<file path="config.mk">
export PLATFORM = sky130hd
export DESIGN_NAME = markup_text_cell_writer_flat
export DESIGN_NICKNAME = d
export VERILOG_FILES = /design/src/hw/rtl/mtcw_pkg.sv /design/src/hw/rtl/mtcw_req_if.sv /design/src/hw/rtl/mtcw_rsp_if.sv /design/src/hw/rtl/markup_text_cell_writer.sv /design/src/hw/rtl/mtcw_csr.sv /design/src/hw/rtl/mtcw_engine.sv /design/src/hw/rtl/mtcw_rsp_stage.sv /design/src/flat_wrapper.sv
export SDC_FILE = /design/constraint.sdc
export NUM_CORES = 1
export LEC_CHECK = 0
export ABC_AREA = 1
export BUFFER_PORTS_ARGS = -buffer_cell sky130_fd_sc_hd__buf_2
export CAP_MARGIN = 0
export CORE_UTILIZATION = 50
export DETAILED_ROUTE_END_ITERATION = 12
export GPL_TIMING_DRIVEN = 0
export PLACE_DENSITY = 0.73
export SETUP_SLACK_MARGIN = 0.3
export SLEW_MARGIN = 20
export SYNTH_ARGS = -nofsm -noshare
export SYNTH_HDL_FRONTEND = slang
export SYNTH_SLANG_ARGS = --single-unit
</file>
<file path="constraint.sdc">
create_clock -name clock -period 7.7 [get_ports clock]
set_input_delay 0.385 -clock clock [delete_from_list [all_inputs] [get_ports clock]]
set_output_delay 0.385 -clock clock [all_outputs]
set_load 0.02 [all_outputs]
</file>
<file path="src/hw/rtl/mtcw_pkg.sv">
`timescale 1ns / 1ps
// ----------------------------------------------------------------------------
// mtcw_pkg
// Types and constants shared by the markup text cell writer.
// ----------------------------------------------------------------------------
package mtcw_pkg;

   // markup and control characters
   localparam logic [6:0] CHAR_NUL         = 7'h00;
   localparam logic [6:0] CHAR_LF          = 7'h0A;
   localparam logic [6:0] CHAR_CR          = 7'h0D;
   localparam logic [6:0] CHAR_SPECIAL_ON  = 7'h5B;
   localparam logic [6:0] CHAR_SPECIAL_OFF = 7'h5D;
   localparam logic [6:0] CHAR_HILITE_ON   = 7'h7B;
   localparam logic [6:0] CHAR_UNDERLINE   = 7'h7C;
   localparam logic [6:0] CHAR_HILITE_OFF  = 7'h7D;

   // register indexes
   localparam logic [2:0] REG_GRID_COLUMNS   = 3'd0;
   localparam logic [2:0] REG_GRID_ROWS      = 3'd1;
   localparam logic [2:0] REG_NORMAL_TEXT    = 3'd2;
   localparam logic [2:0] REG_SPECIAL_TEXT   = 3'd3;
   localparam logic [2:0] REG_NORMAL_BACK    = 3'd4;
   localparam logic [2:0] REG_HIGHLIGHT_BACK = 3'd5;

   localparam int CSR_ADDR_WIDTH = 5;
   localparam int CSR_DATA_WIDTH = 32;

   localparam logic [7:0] GRID_COLUMNS_RESET = 8'd40;
   localparam logic [7:0] GRID_ROWS_RESET    = 8'd30;

   typedef struct packed {
      logic [7:0]  grid_columns;
      logic [7:0]  grid_rows;
      logic [15:0] normal_text_color;
      logic [15:0] special_text_color;
      logic [15:0] normal_back_color;
      logic [15:0] highlight_back_color;
   } cfg_type;

   typedef struct packed {
      logic [6:0] char_code;
      logic       string_start;
      logic [7:0] start_column;
      logic [7:0] start_row;
   } req_item_type;

   typedef struct packed {
      logic [7:0]  cell_column;
      logic [7:0]  cell_row;
      logic [7:0]  glyph_code;
      logic [15:0] fore_color;
      logic [15:0] back_color;
   } rsp_item_type;

endpackage

</file>
<file path="src/hw/rtl/mtcw_req_if.sv">
`timescale 1ns / 1ps
// ----------------------------------------------------------------------------
// mtcw_req_if
// Character request channel: valid/ready handshake with one character.
// ----------------------------------------------------------------------------
interface mtcw_req_if;
   logic       valid;
   logic       ready;
   logic [6:0] char_code;
   logic       string_start;
   logic [7:0] start_column;
   logic [7:0] start_row;

   modport source (
      output valid, char_code, string_start, start_column, start_row,
      input  ready
   );

   modport sink (
      input  valid, char_code, string_start, start_column, start_row,
      output ready
   );
endinterface

</file>
<file path="src/hw/rtl/mtcw_rsp_if.sv">
`timescale 1ns / 1ps
// ----------------------------------------------------------------------------
// mtcw_rsp_if
// Cell write channel: valid/ready handshake with one text cell.
// ----------------------------------------------------------------------------
interface mtcw_rsp_if;
   logic        valid;
   logic        ready;
   logic [7:0]  cell_column;
   logic [7:0]  cell_row;
   logic [7:0]  glyph_code;
   logic [15:0] fore_color;
   logic [15:0] back_color;

   modport source (
      output valid, cell_column, cell_row, glyph_code, fore_color, back_color,
      input  ready
   );

   modport sink (
      input  valid, cell_column, cell_row, glyph_code, fore_color, back_color,
      output ready
   );
endinterface

</file>
<file path="src/hw/rtl/markup_text_cell_writer.sv">
`timescale 1ns / 1ps
// ----------------------------------------------------------------------------
// markup_text_cell_writer
// Path: an accepted request is held in the input register, decoded, and its
//   cell write is loaded into the result register; markup, line breaks and
//   ignored characters produce nothing.
// Throughput: one request per cycle while the cell write channel does not stall.
// Reset: synchronous; the cursor and flags clear, the writer waits for a
//   string start, and the registers return to 40 columns, 30 rows, colors 0.
// ----------------------------------------------------------------------------
module markup_text_cell_writer (
   input  logic                                 clock,
   input  logic                                 reset,
   mtcw_req_if.sink                             req_chan,
   mtcw_rsp_if.source                           rsp_chan,
   input  logic                                 csr_psel,
   input  logic                                 csr_penable,
   input  logic                                 csr_pwrite,
   input  logic [mtcw_pkg::CSR_ADDR_WIDTH-1:0]  csr_paddr,
   input  logic [mtcw_pkg::CSR_DATA_WIDTH-1:0]  csr_pwdata,
   output logic [mtcw_pkg::CSR_DATA_WIDTH-1:0]  csr_prdata,
   output logic                                 csr_pready
);

   mtcw_pkg::cfg_type      cfg;
   mtcw_pkg::rsp_item_type result;
   logic                   result_valid;
   logic                   out_ready;

   mtcw_csr u_csr (
      .clock       (clock),
      .reset       (reset),
      .csr_psel    (csr_psel),
      .csr_penable (csr_penable),
      .csr_pwrite  (csr_pwrite),
      .csr_paddr   (csr_paddr),
      .csr_pwdata  (csr_pwdata),
      .csr_prdata  (csr_prdata),
      .csr_pready  (csr_pready),
      .cfg         (cfg)
   );

   mtcw_engine u_engine (
      .clock        (clock),
      .reset        (reset),
      .req_chan     (req_chan),
      .cfg          (cfg),
      .out_ready    (out_ready),
      .result_valid (result_valid),
      .result       (result)
   );

   mtcw_rsp_stage u_rsp_stage (
      .clock    (clock),
      .reset    (reset),
      .load     (result_valid),
      .item     (result),
      .can_take (out_ready),
      .rsp_chan (rsp_chan)
   );

endmodule

</file>
<file path="src/hw/rtl/mtcw_csr.sv">
`timescale 1ns / 1ps
// ----------------------------------------------------------------------------
// mtcw_csr
// APB-style register file holding grid size and the four colors.
// ----------------------------------------------------------------------------
module mtcw_csr (
   input  logic                                 clock,
   input  logic                                 reset,
   input  logic                                 csr_psel,
   input  logic                                 csr_penable,
   input  logic                                 csr_pwrite,
   input  logic [mtcw_pkg::CSR_ADDR_WIDTH-1:0]  csr_paddr,
   input  logic [mtcw_pkg::CSR_DATA_WIDTH-1:0]  csr_pwdata,
   output logic [mtcw_pkg::CSR_DATA_WIDTH-1:0]  csr_prdata,
   output logic                                 csr_pready,
   output mtcw_pkg::cfg_type                    cfg
);

   mtcw_pkg::cfg_type cfg_ff;
   mtcw_pkg::cfg_type cfg_in;
   logic [2:0]        reg_index;
   logic              wr_en;

   assign reg_index  = csr_paddr[4:2];
   assign csr_pready = 1'b1;
   assign wr_en      = csr_psel & csr_penable & csr_pwrite & csr_pready;

   always_comb begin
      cfg_in = cfg_ff;
      if (wr_en) begin
         case (reg_index)
            mtcw_pkg::REG_GRID_COLUMNS:   cfg_in.grid_columns         = csr_pwdata[7:0];
            mtcw_pkg::REG_GRID_ROWS:      cfg_in.grid_rows            = csr_pwdata[7:0];
            mtcw_pkg::REG_NORMAL_TEXT:    cfg_in.normal_text_color    = csr_pwdata[15:0];
            mtcw_pkg::REG_SPECIAL_TEXT:   cfg_in.special_text_color   = csr_pwdata[15:0];
            mtcw_pkg::REG_NORMAL_BACK:    cfg_in.normal_back_color    = csr_pwdata[15:0];
            mtcw_pkg::REG_HIGHLIGHT_BACK: cfg_in.highlight_back_color = csr_pwdata[15:0];
            default: ;
         endcase
      end
   end

   always_ff @(posedge clock) begin
      if (reset) begin
         cfg_ff.grid_columns         <= mtcw_pkg::GRID_COLUMNS_RESET;
         cfg_ff.grid_rows            <= mtcw_pkg::GRID_ROWS_RESET;
         cfg_ff.normal_text_color    <= 16'h0000;
         cfg_ff.special_text_color   <= 16'h0000;
         cfg_ff.normal_back_color    <= 16'h0000;
         cfg_ff.highlight_back_color <= 16'h0000;
      end else begin
         cfg_ff <= cfg_in;
      end
   end

   always_comb begin
      case (reg_index)
         mtcw_pkg::REG_GRID_COLUMNS:   csr_prdata = {24'h0, cfg_ff.grid_columns};
         mtcw_pkg::REG_GRID_ROWS:      csr_prdata = {24'h0, cfg_ff.grid_rows};
         mtcw_pkg::REG_NORMAL_TEXT:    csr_prdata = {16'h0, cfg_ff.normal_text_color};
         mtcw_pkg::REG_SPECIAL_TEXT:   csr_prdata = {16'h0, cfg_ff.special_text_color};
         mtcw_pkg::REG_NORMAL_BACK:    csr_prdata = {16'h0, cfg_ff.normal_back_color};
         mtcw_pkg::REG_HIGHLIGHT_BACK: csr_prdata = {16'h0, cfg_ff.highlight_back_color};
         default:                      csr_prdata = '0;
      endcase
   end

   assign cfg = cfg_ff;

endmodule

</file>
<file path="src/hw/rtl/mtcw_engine.sv">
`timescale 1ns / 1ps
// ----------------------------------------------------------------------------
// mtcw_engine
// Input register, cursor and markup flags, and the per-character decode.
// ----------------------------------------------------------------------------
module mtcw_engine (
   input  logic                   clock,
   input  logic                   reset,
   mtcw_req_if.sink               req_chan,
   input  mtcw_pkg::cfg_type      cfg,
   input  logic                   out_ready,
   output logic                   result_valid,
   output mtcw_pkg::rsp_item_type result
);

   logic                   in_valid_ff, in_valid_in;
   mtcw_pkg::req_item_type in_item_ff;

   logic [7:0] col_ff, col_in;
   logic [7:0] row_ff, row_in;
   logic       special_ff, special_in;
   logic       hilite_ff, hilite_in;
   logic       underline_ff, underline_in;
   logic       ended_ff, ended_in;

   logic       advance;
   logic       req_take;
   logic       emit;

   // working copies after the string start load
   logic [7:0] col_w, row_w;
   logic       special_w, hilite_w, underline_w, ended_w;

   assign advance        = in_valid_ff & out_ready;
   assign req_chan.ready = ~in_valid_ff | out_ready;
   assign req_take       = req_chan.valid & req_chan.ready;
   assign in_valid_in    = req_take | (in_valid_ff & ~advance);

   always_comb begin
      if (in_item_ff.string_start) begin
         col_w       = in_item_ff.start_column;
         row_w       = in_item_ff.start_row;
         special_w   = 1'b0;
         hilite_w    = 1'b0;
         underline_w = 1'b0;
         ended_w     = 1'b0;
      end else begin
         col_w       = col_ff;
         row_w       = row_ff;
         special_w   = special_ff;
         hilite_w    = hilite_ff;
         underline_w = underline_ff;
         ended_w     = ended_ff;
      end

      col_in       = col_w;
      row_in       = row_w;
      special_in   = special_w;
      hilite_in    = hilite_w;
      underline_in = underline_w;
      ended_in     = ended_w;
      emit         = 1'b0;

      if (!ended_w) begin
         if (in_item_ff.char_code == mtcw_pkg::CHAR_NUL
             || col_w >= cfg.grid_columns || row_w >= cfg.grid_rows) begin
            ended_in = 1'b1;
         end else begin
            case (in_item_ff.char_code)
               mtcw_pkg::CHAR_CR, mtcw_pkg::CHAR_LF: begin
                  row_in = row_w + 8'd1;
               end
               mtcw_pkg::CHAR_SPECIAL_ON:  special_in   = 1'b1;
               mtcw_pkg::CHAR_SPECIAL_OFF: special_in   = 1'b0;
               mtcw_pkg::CHAR_HILITE_ON:   hilite_in    = 1'b1;
               mtcw_pkg::CHAR_HILITE_OFF:  hilite_in    = 1'b0;
               mtcw_pkg::CHAR_UNDERLINE:   underline_in = ~underline_w;
               default: begin
                  emit   = 1'b1;
                  col_in = col_w + 8'd1;
               end
            endcase
         end
      end
   end

   assign result_valid       = advance & emit;
   assign result.cell_column = col_w;
   assign result.cell_row    = row_w;
   assign result.glyph_code  = {underline_w, in_item_ff.char_code};
   assign result.fore_color  = special_w ? cfg.special_text_color : cfg.normal_text_color;
   assign result.back_color  = hilite_w ? cfg.highlight_back_color : cfg.normal_back_color;

   always_ff @(posedge clock) begin
      if (req_take) begin
         in_item_ff.char_code    <= req_chan.char_code;
         in_item_ff.string_start <= req_chan.string_start;
         in_item_ff.start_column <= req_chan.start_column;
         in_item_ff.start_row    <= req_chan.start_row;
      end
   end

   always_ff @(posedge clock) begin
      if (reset) begin
         in_valid_ff  <= 1'b0;
         col_ff       <= 8'd0;
         row_ff       <= 8'd0;
         special_ff   <= 1'b0;
         hilite_ff    <= 1'b0;
         underline_ff <= 1'b0;
         ended_ff     <= 1'b1;
      end else begin
         in_valid_ff <= in_valid_in;
         if (advance) begin
            col_ff       <= col_in;
            row_ff       <= row_in;
            special_ff   <= special_in;
            hilite_ff    <= hilite_in;
            underline_ff <= underline_in;
            ended_ff     <= ended_in;
         end
      end
   end

endmodule

</file>
<file path="src/hw/rtl/mtcw_rsp_stage.sv">
`timescale 1ns / 1ps
// ----------------------------------------------------------------------------
// mtcw_rsp_stage
// Result register driving the cell write channel.
// ----------------------------------------------------------------------------
module mtcw_rsp_stage (
   input  logic                   clock,
   input  logic                   reset,
   input  logic                   load,
   input  mtcw_pkg::rsp_item_type item,
   output logic                   can_take,
   mtcw_rsp_if.source             rsp_chan
);

   logic                   out_valid_ff, out_valid_in;
   mtcw_pkg::rsp_item_type out_item_ff;

   assign can_take = ~out_valid_ff | rsp_chan.ready;

   // load only arrives while can_take is high
   assign out_valid_in = load | (out_valid_ff & ~rsp_chan.ready);

   always_ff @(posedge clock) begin
      if (reset) begin
         out_valid_ff <= 1'b0;
      end else begin
         out_valid_ff <= out_valid_in;
      end
   end

   always_ff @(posedge clock) begin
      if (load) begin
         out_item_ff <= item;
      end
   end

   assign rsp_chan.valid       = out_valid_ff;
   assign rsp_chan.cell_column = out_item_ff.cell_column;
   assign rsp_chan.cell_row    = out_item_ff.cell_row;
   assign rsp_chan.glyph_code  = out_item_ff.glyph_code;
   assign rsp_chan.fore_color  = out_item_ff.fore_color;
   assign rsp_chan.back_color  = out_item_ff.back_color;

endmodule

</file>
<file path="src/flat_wrapper.sv">
// flat-port wrapper written by rule: the top's interface ports become plain ports
module markup_text_cell_writer_flat 
  (clock, reset, csr_psel, csr_penable, csr_pwrite, csr_paddr, csr_pwdata, csr_prdata, csr_pready, req_chan_valid, req_chan_char_code, req_chan_string_start, req_chan_start_column, req_chan_start_row, req_chan_ready, rsp_chan_valid, rsp_chan_cell_column, rsp_chan_cell_row, rsp_chan_glyph_code, rsp_chan_fore_color, rsp_chan_back_color, rsp_chan_ready);
  mtcw_req_if req_chan_i ();
  mtcw_rsp_if rsp_chan_i ();
  input  logic clock;
  input  logic reset;
  input  logic csr_psel;
  input  logic csr_penable;
  input  logic csr_pwrite;
  input  logic [mtcw_pkg::CSR_ADDR_WIDTH-1:0] csr_paddr;
  input  logic [mtcw_pkg::CSR_DATA_WIDTH-1:0] csr_pwdata;
  output logic [mtcw_pkg::CSR_DATA_WIDTH-1:0] csr_prdata;
  output logic csr_pready;
  input wire logic [$bits(req_chan_i.valid)-1:0] req_chan_valid;
  input wire logic [$bits(req_chan_i.char_code)-1:0] req_chan_char_code;
  input wire logic [$bits(req_chan_i.string_start)-1:0] req_chan_string_start;
  input wire logic [$bits(req_chan_i.start_column)-1:0] req_chan_start_column;
  input wire logic [$bits(req_chan_i.start_row)-1:0] req_chan_start_row;
  output wire logic [$bits(req_chan_i.ready)-1:0] req_chan_ready;
  output wire logic [$bits(rsp_chan_i.valid)-1:0] rsp_chan_valid;
  output wire logic [$bits(rsp_chan_i.cell_column)-1:0] rsp_chan_cell_column;
  output wire logic [$bits(rsp_chan_i.cell_row)-1:0] rsp_chan_cell_row;
  output wire logic [$bits(rsp_chan_i.glyph_code)-1:0] rsp_chan_glyph_code;
  output wire logic [$bits(rsp_chan_i.fore_color)-1:0] rsp_chan_fore_color;
  output wire logic [$bits(rsp_chan_i.back_color)-1:0] rsp_chan_back_color;
  input wire logic [$bits(rsp_chan_i.ready)-1:0] rsp_chan_ready;
  assign req_chan_i.valid = req_chan_valid;
  assign req_chan_i.char_code = req_chan_char_code;
  assign req_chan_i.string_start = req_chan_string_start;
  assign req_chan_i.start_column = req_chan_start_column;
  assign req_chan_i.start_row = req_chan_start_row;
  assign req_chan_ready = req_chan_i.ready;
  assign rsp_chan_valid = rsp_chan_i.valid;
  assign rsp_chan_cell_column = rsp_chan_i.cell_column;
  assign rsp_chan_cell_row = rsp_chan_i.cell_row;
  assign rsp_chan_glyph_code = rsp_chan_i.glyph_code;
  assign rsp_chan_fore_color = rsp_chan_i.fore_color;
  assign rsp_chan_back_color = rsp_chan_i.back_color;
  assign rsp_chan_i.ready = rsp_chan_ready;
  markup_text_cell_writer u_core (.clock(clock), .reset(reset), .req_chan(req_chan_i), .rsp_chan(rsp_chan_i), .csr_psel(csr_psel), .csr_penable(csr_penable), .csr_pwrite(csr_pwrite), .csr_paddr(csr_paddr), .csr_pwdata(csr_pwdata), .csr_prdata(csr_prdata), .csr_pready(csr_pready));
endmodule
</file>
==> out/metrics.yaml, run 1 <==
job:
  maxCapViolations: 0
grt:
  grt_max_degree: 57
  gr-usage-all-layers_pct: 26.8
  grt_pass1_vias: 6755
  grt-ovfl-total: 0
  grt_antenna_before_repair: 1
  grt_pass1_wl_mm: 35.6
route:
  wl_per_cell_um: 16.5
  vias_per_cell: 5.41
  drtAntennaViolNets: 0
  drc: 0
  dr.pass1.iters: 5
  vias: 7474
  wl_mm: 22.7
  drt_iter0_markers: 876
synth:
  synth_area_sq_um: 8360
  synthCells: 996
  synth_edf_count: 80
  synth_warnings: 0
  ys_ff_latch: 182
  synth_top_area_share_pct: 28.7
  synth_sequential_area_ratio_pct: 53.1
  synthTopCellsByCount: "198 x nand2_1, 159 x nor2_1, 102 x dfxtp_1, 85 x inv_1"
  async_flop_share_pct: 0
  avgSynthCellArea_sq_um: 8.40
  ys.flop_type: "dfxtp_1"
  synth_cell_types: 39
  synthTopCellsByArea: "edfxtp_1 29%, dfxtp_1 24%, nand2_1 8.9%, nor2_1 7.1%, o21ai_0 4.8%"
  yosysTopAreaCell: "edfxtp_1"
  synth_most_common_cell: "nand2_1"
place:
  placed_cells_incl_taps: 1350
  port_buffers: 123
  gp_congestion: 0.922
  dp_hpwl_mm: 16.4
  dpl_cell_area_sq_um: 9310
sta:
  relSlewSlack_pct: 35.4
  max_slew.worst_pin.slew_ps: 969
  min_period_over_period_pct: 50.7
  report.final.slew_viol_count: 0
  tns_ps: 0
  skew_ps: 11.0
  fin_crit_ps: 3910
  finalSetupViolCount: 0
  hold_violations: 0
  rsz0062_at_grt: "false"
  fmax_mhz: 256
setup_path:
  timing.rr.start: "u_core.u_engine.in_item_ff[16]"
  ff2ff_path_depth: 19
  cp_max_fo: 56
  required_ps: 7760
  r2r_end: "u_core.u_rsp_stage.rsp_chan.glyph_code[1]"
  r2r_slack_ps: 3790
  endpoint_kind: "flip-flop"
  worstPathArrival_ps: 3970
  critPathLaunchType: "flip-flop"
  path_class: "flip-flop to flip-flop"
final_layout:
  fill_cells: 1420
  final_nets: 1239
  multi_input_area_sq_um: 3310
  final_util_pct: 61.6
  final_area_sq_um: 9920
  seq_area_sq_um: 4440
  diodes: 0
  fin_cells: 1382
  areaGrowthSynthToFinish_pct: 18.6
  drive_gt1_share_pct: 18.8
clock_tree:
  cts_sinks: 182
  clockBufferDepth: 2
  clk_latency_ps: 440
  numCtsBuffers: 17
  clk_pin_slew_ps: 70
  cts_root_buf: "clkbuf_16"
  post_cts_resize_count: 0
  hold_buffers: 0
  postCtsSetupBuffers: 0
  cts_tree: "built"
  htree_levels: 4
power_and_ir_drop:
  ir_drop_v: 0.000161
  power_density_nw_per_um2: 215
  power.leakage_nw: 4.37
floorplan:
  boundaryPins: 159
  die_w_um: 131
  core_area_sq_um: 16100
  die_area_sq_um: 17300
  start_util_pct: 51.9
  num_rows: 46
  die_height_um: 131
outcome:
  status: "finished clean"
hold_path:
  worstHoldEndpoint: "u_core.u_engine.in_item_ff[8]"
  min_path_cells: 1
  hp-start: "req_chan_start_column[0]"
  hp-class: "input pin to flip-flop"
==> sequential cells by signal, indices dropped and copies added, names as in the netlist, 7 cells and up <==
signal,cells
u_core.u_rsp_stage.rsp_chan.back_color,16
u_core.u_engine.result,7
u_core.u_rsp_stage.rsp_chan.glyph_code,8
u_core.u_engine.col_ff,8
u_core.u_rsp_stage.rsp_chan.fore_color,16
u_core.u_csr.cfg,80
u_core.u_engine.row_ff,8
u_core.u_rsp_stage.rsp_chan.cell_row,8
u_core.u_engine.in_item_ff,17
u_core.u_rsp_stage.rsp_chan.cell_column,8
==> cell type report <==
cell class / count / share of cell area [%]
tap: 216 / 2.72
inverter: 99 / 3.77
sequential: 182 / 44.8
multi-input combinational: 677 / 33.3
timing repair buffer: 123 / 6.20
clock inverter: 11 / 1.12
clock buffer: 21 / 5.07
buffer: 53 / 3.00
==> through the flow <==
step                      hold WS, ps  worst slack (ps)  total power, mW
final                             123              3790             2.13
after global routing              111              3380             2.20
after CTS                         110              3780             2.13
after detailed placement          456              3860             1.26
after global placement            453              2840             1.26
after floorplan                   439              3850             1.19
==> how the worst max path moves through the flow <==
stage | startpoint | to | slack (ps) | cells after the start
after floorplan | u_core.u_engine.in_item_ff[16] | u_core.u_rsp_stage.rsp_chan.back_color[0] | 3850 | 19
after global placement | u_core.u_engine.in_item_ff[16] | u_core.u_rsp_stage.rsp_chan.back_color[10] | 2840 | 19
after detailed placement | u_core.u_engine.in_item_ff[16] | u_core.u_rsp_stage.rsp_chan.back_color[10] | 3860 | 19
after CTS | u_core.u_engine.in_item_ff[16] | u_core.u_rsp_stage.rsp_chan.back_color[2] | 3780 | 19
after global routing | u_core.u_engine.in_item_ff[16] | u_core.u_rsp_stage.rsp_chan.glyph_code[1] | 3380 | 19
final | u_core.u_engine.in_item_ff[16] | u_core.u_rsp_stage.rsp_chan.glyph_code[1] | 3790 | 19
==> layout by cell type, fill, tap and decap left out, types with 2 or more instances in the layout <==
| master | Yosys | final |
|---|---|---|
| nand2_1 | 198 | 198 |
| nor2_1 | 159 | 159 |
| buf_2 | 4 | 127 |
| dfxtp_1 | 102 | 102 |
| inv_1 | 85 | 84 |
| o21ai_0 | 80 | 80 |
| edfxtp_1 | 80 | 80 |
| o21ai_1 | 39 | 39 |
| nand3_1 | 34 | 34 |
| a21oi_1 | 31 | 31 |
| clkbuf_1 | 28 | 28 |
| clkbuf_16 | 0 | 19 |
| ha_1 | 18 | 18 |
| a22oi_1 | 17 | 17 |
| buf_4 | 17 | 17 |
| conb_1 | 2 | 17 |
| o211ai_1 | 15 | 15 |
| inv_2 | 13 | 13 |
| nand4_1 | 11 | 11 |
| a21oi_2 | 10 | 10 |
| or2_1 | 9 | 9 |
| a221oi_1 | 6 | 6 |
| nor3_1 | 5 | 5 |
| clkinv_4 | 0 | 5 |
| buf_6 | 4 | 4 |
| nor3_2 | 3 | 3 |
| nand2_2 | 3 | 3 |
| nor2_2 | 3 | 3 |
| o21bai_1 | 3 | 3 |
| o22ai_1 | 2 | 2 |
| o2111ai_1 | 2 | 2 |
| or2_2 | 2 | 2 |
| o21a_1 | 2 | 2 |
| nor2_4 | 2 | 2 |
| clkbuf_8 | 0 | 2 |
| inv_6 | 0 | 2 |
| clkinvlp_4 | 0 | 2 |
==> cell families after synthesis <==
group                    after synthesis  synth area share (%)
AND/OR/NAND/NOR                      433                  21.6
AO/OA/AOI/OAI                        208                  14.4
flip-flops                           182                  53.1
buffers and inverters                152                  8.00
adder cells (fa/ha/maj)               18                  2.69
other                                  2                0.0898
XOR/XNOR                               1                 0.105
==> critical path: stages (launching register included) <==
cell and delay (ps):
edfxtp_1 310, buf_2 240, inv_2 70, buf_6 140
buf_6 140, or2_1 200, o21ai_0 130, inv_1 150
ha_1 330, nand2_1 140, inv_1 80, nand2_1 60
o21ai_0 70, nor2_1 110, nand2_1 70, nor2_2 260
nand3_1 200, inv_1 110, nand2_1 120, inv_4 560
==> report_power, final <==
part	internal, mW	leakage [nW]	switching [mW]
clock	0.506	0.297	0.382
sequential	1.03	1.58	0.0117
combinational	0.0602	2.49	0.139
total	1.60	4.37	0.533
==> layer usage <==
layer,GRT usage [%],routed length (um),vias to the layer above
li1,-,-,3607
met1,37.7,9970,3449
met2,40.8,10100,371
met3,5.79,2210,47
met4,9.50,504,0
met5,0,0,-
Power figures use the tool's default switching activity.
==> inputs of run 2 (changes only) <==
Settings changed: ABC_AREA 1 to 0.
Clock period 7.7 ns to 3.75 ns, I/O delays scaled along.
==> out/metrics.yaml, run 2 <==
grt:
  grt-ovfl-total: 0  # unchanged
  gr-usage-all-layers_pct: 26.3  # -0.58 points
  grt_pass1_wl_mm: 34.8  # -2.3%
  grt_pass1_vias: 6302  # -6.7%
  grt_max_degree: 25  # -56%
  grt_antenna_before_repair: 0  # -1
clock_tree:
  htree_levels: 4  # unchanged
  cts_sinks: 182  # unchanged
  clockBufferDepth: 2  # unchanged
  clk_latency_ps: 440  # about the same
  cts_tree: "built"
  clk_pin_slew_ps: 70  # about the same
  cts_root_buf: "clkbuf_16"
  numCtsBuffers: 17  # unchanged
route:
  dr.pass1.iters: 7  # +2
  drtAntennaViolNets: 0  # unchanged
  vias: 6893  # -7.8%
  drc: 0  # unchanged
  vias_per_cell: 5.52  # +2.0%
  wl_per_cell_um: 18.4  # +12%
  drt_iter0_markers: 658  # -25%
  wl_mm: 23.0  # +1.2%
floorplan:
  boundaryPins: 159  # unchanged
  die_w_um: 132  # +0.17%
  die_height_um: 132  # +0.17%
  die_area_sq_um: 17300  # +0.34%
  start_util_pct: 51.0  # -0.93 points
  core_area_sq_um: 16500  # +2.2%
  num_rows: 47  # +2.2%
final_layout:
  final_nets: 1102  # -11%
  largest_reg_flops: 80  # unchanged
  diodes: 0  # unchanged
  final_area_sq_um: 10600  # +6.9%
  layout_commonest_cell: "nand2_1"
  areaGrowthSynthToFinish_pct: 26.4
  fin_cells: 1249  # -9.6%
  seq_area_sq_um: 4440  # unchanged
  multi_input_area_sq_um: 3690  # +12%
  layout_common_cells: "157 x nand2_1, 121 x buf_2, 102 x dfxtp_1"
  drive_gt1_share_pct: 26.6  # +7.8 points
  fill_cells: 1347  # -5.1%
outcome:
  status: "finished clean"
power_and_ir_drop:
  power.leakage_nw: 4.17  # -4.5%
  power_density_nw_per_um2: 410  # +91%
  ir_drop_v: 0.000327  # +100%
setup_path:
  crit_start: "u_core.u_engine.in_item_ff[16]"
  critPathLaunchType: "flip-flop"
  endpoint_kind: "flip-flop"
  cp_max_fo: 8  # -86%
  worstPathArrival_ps: 3730  # -240 ps
  required_ps: 3900  # -3860 ps
  crit_end: "u_core.u_rsp_stage.rsp_chan.fore_color[11]"
  ff2ff_path_depth: 14  # -5
  r2r_end: "u_core.u_rsp_stage.rsp_chan.fore_color[11]"
  timing.rr.start: "u_core.u_engine.in_item_ff[16]"
  r2r_slack_ps: 180  # -3620 ps
  path_class: "flip-flop to flip-flop"
sta:
  min_period_over_period_pct: 95.3  # +45 points
  relSlewSlack_pct: 37.3  # +1.9 points
  finalSetupViolCount: 0  # unchanged
  skew_ps: 9.31  # -1.67 ps
  report.final.slew_viol_count: 0  # unchanged
  rsz0062_at_grt: "true"
  tns_ps: 0  # unchanged
  hold_violations: 0  # unchanged
  fin_crit_ps: 3570  # -334 ps
  max_slew.worst_pin.slew_ps: 941  # -27.6 ps
  fmax_mhz: 280  # +9.4%
synth:
  synth_sequential_area_ratio_pct: 53.0  # -0.18 points
  synth_most_common_cell: "nand2_1"
  ys_ff_latch: 182  # unchanged
  synthTopCellsByCount: "158 x nand2_1, 102 x dfxtp_1, 81 x a21oi_1, 80 x edfxtp_1"
  synth_top_area_share_pct: 28.6  # -0.098 points
  synthCells: 811  # -19%
  yosysTopAreaCell: "edfxtp_1"
  synthTopCellsByArea: "edfxtp_1 29%, dfxtp_1 24%, nand2_1 7.1%, mux2_2 6.0%, mux2i_1 5.4%"
  async_flop_share_pct: 0  # unchanged
  synth_cell_types: 61  # +56%
  synth_warnings: 0  # unchanged
  avgSynthCellArea_sq_um: 10.3  # +23%
  ys.flop_type: "dfxtp_1"
  synth_area_sq_um: 8390  # +0.34%
  synth_edf_count: 80  # unchanged
place:
  dp_hpwl_mm: 15.0  # -8.7%
  port_buffers: 121  # -1.6%
  dpl_cell_area_sq_um: 9420  # +1.2%
  gp_congestion: 0.846  # -8.2%
  placed_cells_incl_taps: 1168  # -13%
hold_path:
  hp-class: "input pin to flip-flop"
job:
  maxCapViolations: 0  # unchanged
[run 2: per-layer routing]
metal	up-vias	track usage, %	share of wire, %
li1	3277	-	-
met1	3300	36.9	45
met2	278	40.3	45
met3	38	5.56	7.3
met4	0	8.53	2.0
met5	-	0	0
[run 2: cell families after synthesis]
kind of cell,Yosys count,synth area share (%)
compound gates,149,11.5
other cells,2,0.0895
buf+inv,89,4.92
mux,92,11.9
flops,182,53.0
fa+ha+maj,18,2.68
xor+xnor,4,0.417
simple gates,275,15.5
[run 2: critical path: stages (launching register included)]
cell and delay [ps]:
edfxtp_1 380, buf_6 140, buf_12 130, buf_12 120, mux2_4 330, ha_4 260
a21o_1 180, a2111oi_4 430, nand4_4 160, nor4_4 400, buf_6 180, nand2_8 70
clkinvlp_4 170, buf_12 150, clkbuf_16 170
[run 2: timing repair]
item | in CTS | in global routing
endpoints found under the setup margin | 57 | 62
hold endpoints to repair | 25 | 0
buffers inserted | 6 | 12
gates cloned | 2 | 4
pin swaps | 3 | 6
resized for setup | 5 | 12
hold buffers | 25 | 0
[run 2: area by class of cell]
| class | instances | share of cell area [%] |
|---|---|---|
| multi-input cells | 555 | 34.8 |
| plain buffers | 63 | 3.28 |
| well taps | 220 | 2.59 |
| clock inverters | 13 | 1.25 |
| repair inverters | 2 | 0.142 |
| flip-flops and latches | 182 | 41.9 |
| clock buffers | 19 | 4.08 |
| inverters | 26 | 0.955 |
| repair buffers | 169 | 11.0 |
[run 2: power breakdown]
group / internal (mW) / switching, mW
Clock: 0.977 / 0.775
Sequential: 2.11 / 0.0241
Combinational: 0.185 / 0.274
Total: 3.28 / 1.07
[run 2: how the worst min path moves through the flow]
stage	slack (ps)	startpoint	end	depth (start not counted)
3_3_place_gp	360	req_chan_start_row[2]	u_core.u_engine.in_item_ff[2]	1
6_report	20	csr_pwdata[12]	u_core.u_csr.cfg[28]	3
2_1_floorplan	290	req_chan_start_row[0]	u_core.u_engine.in_item_ff[0]	0
5_1_grt	10	csr_pwdata[12]	u_core.u_csr.cfg[12]	3
3_5_place_dp	370	req_chan_start_column[2]	u_core.u_engine.in_item_ff[10]	1
4_1_cts	10	csr_pwdata[12]	u_core.u_csr.cfg[28]	3
[run 2: through the flow]
step | power (mW) | util [%] | hold WS, ps | setup slack [ps]
final | 4.35 | 64.4 | 18.0 | 177
after global routing | 4.47 | 64.4 | 15.0 | 97.6
after CTS | 4.32 | 62.9 | 14.2 | 281
after detailed placement | 2.56 | 57.2 | 366 | -478
after global placement | 2.56 | 57.1 | 364 | -724
after floorplan | 2.43 | - | 286 | 114
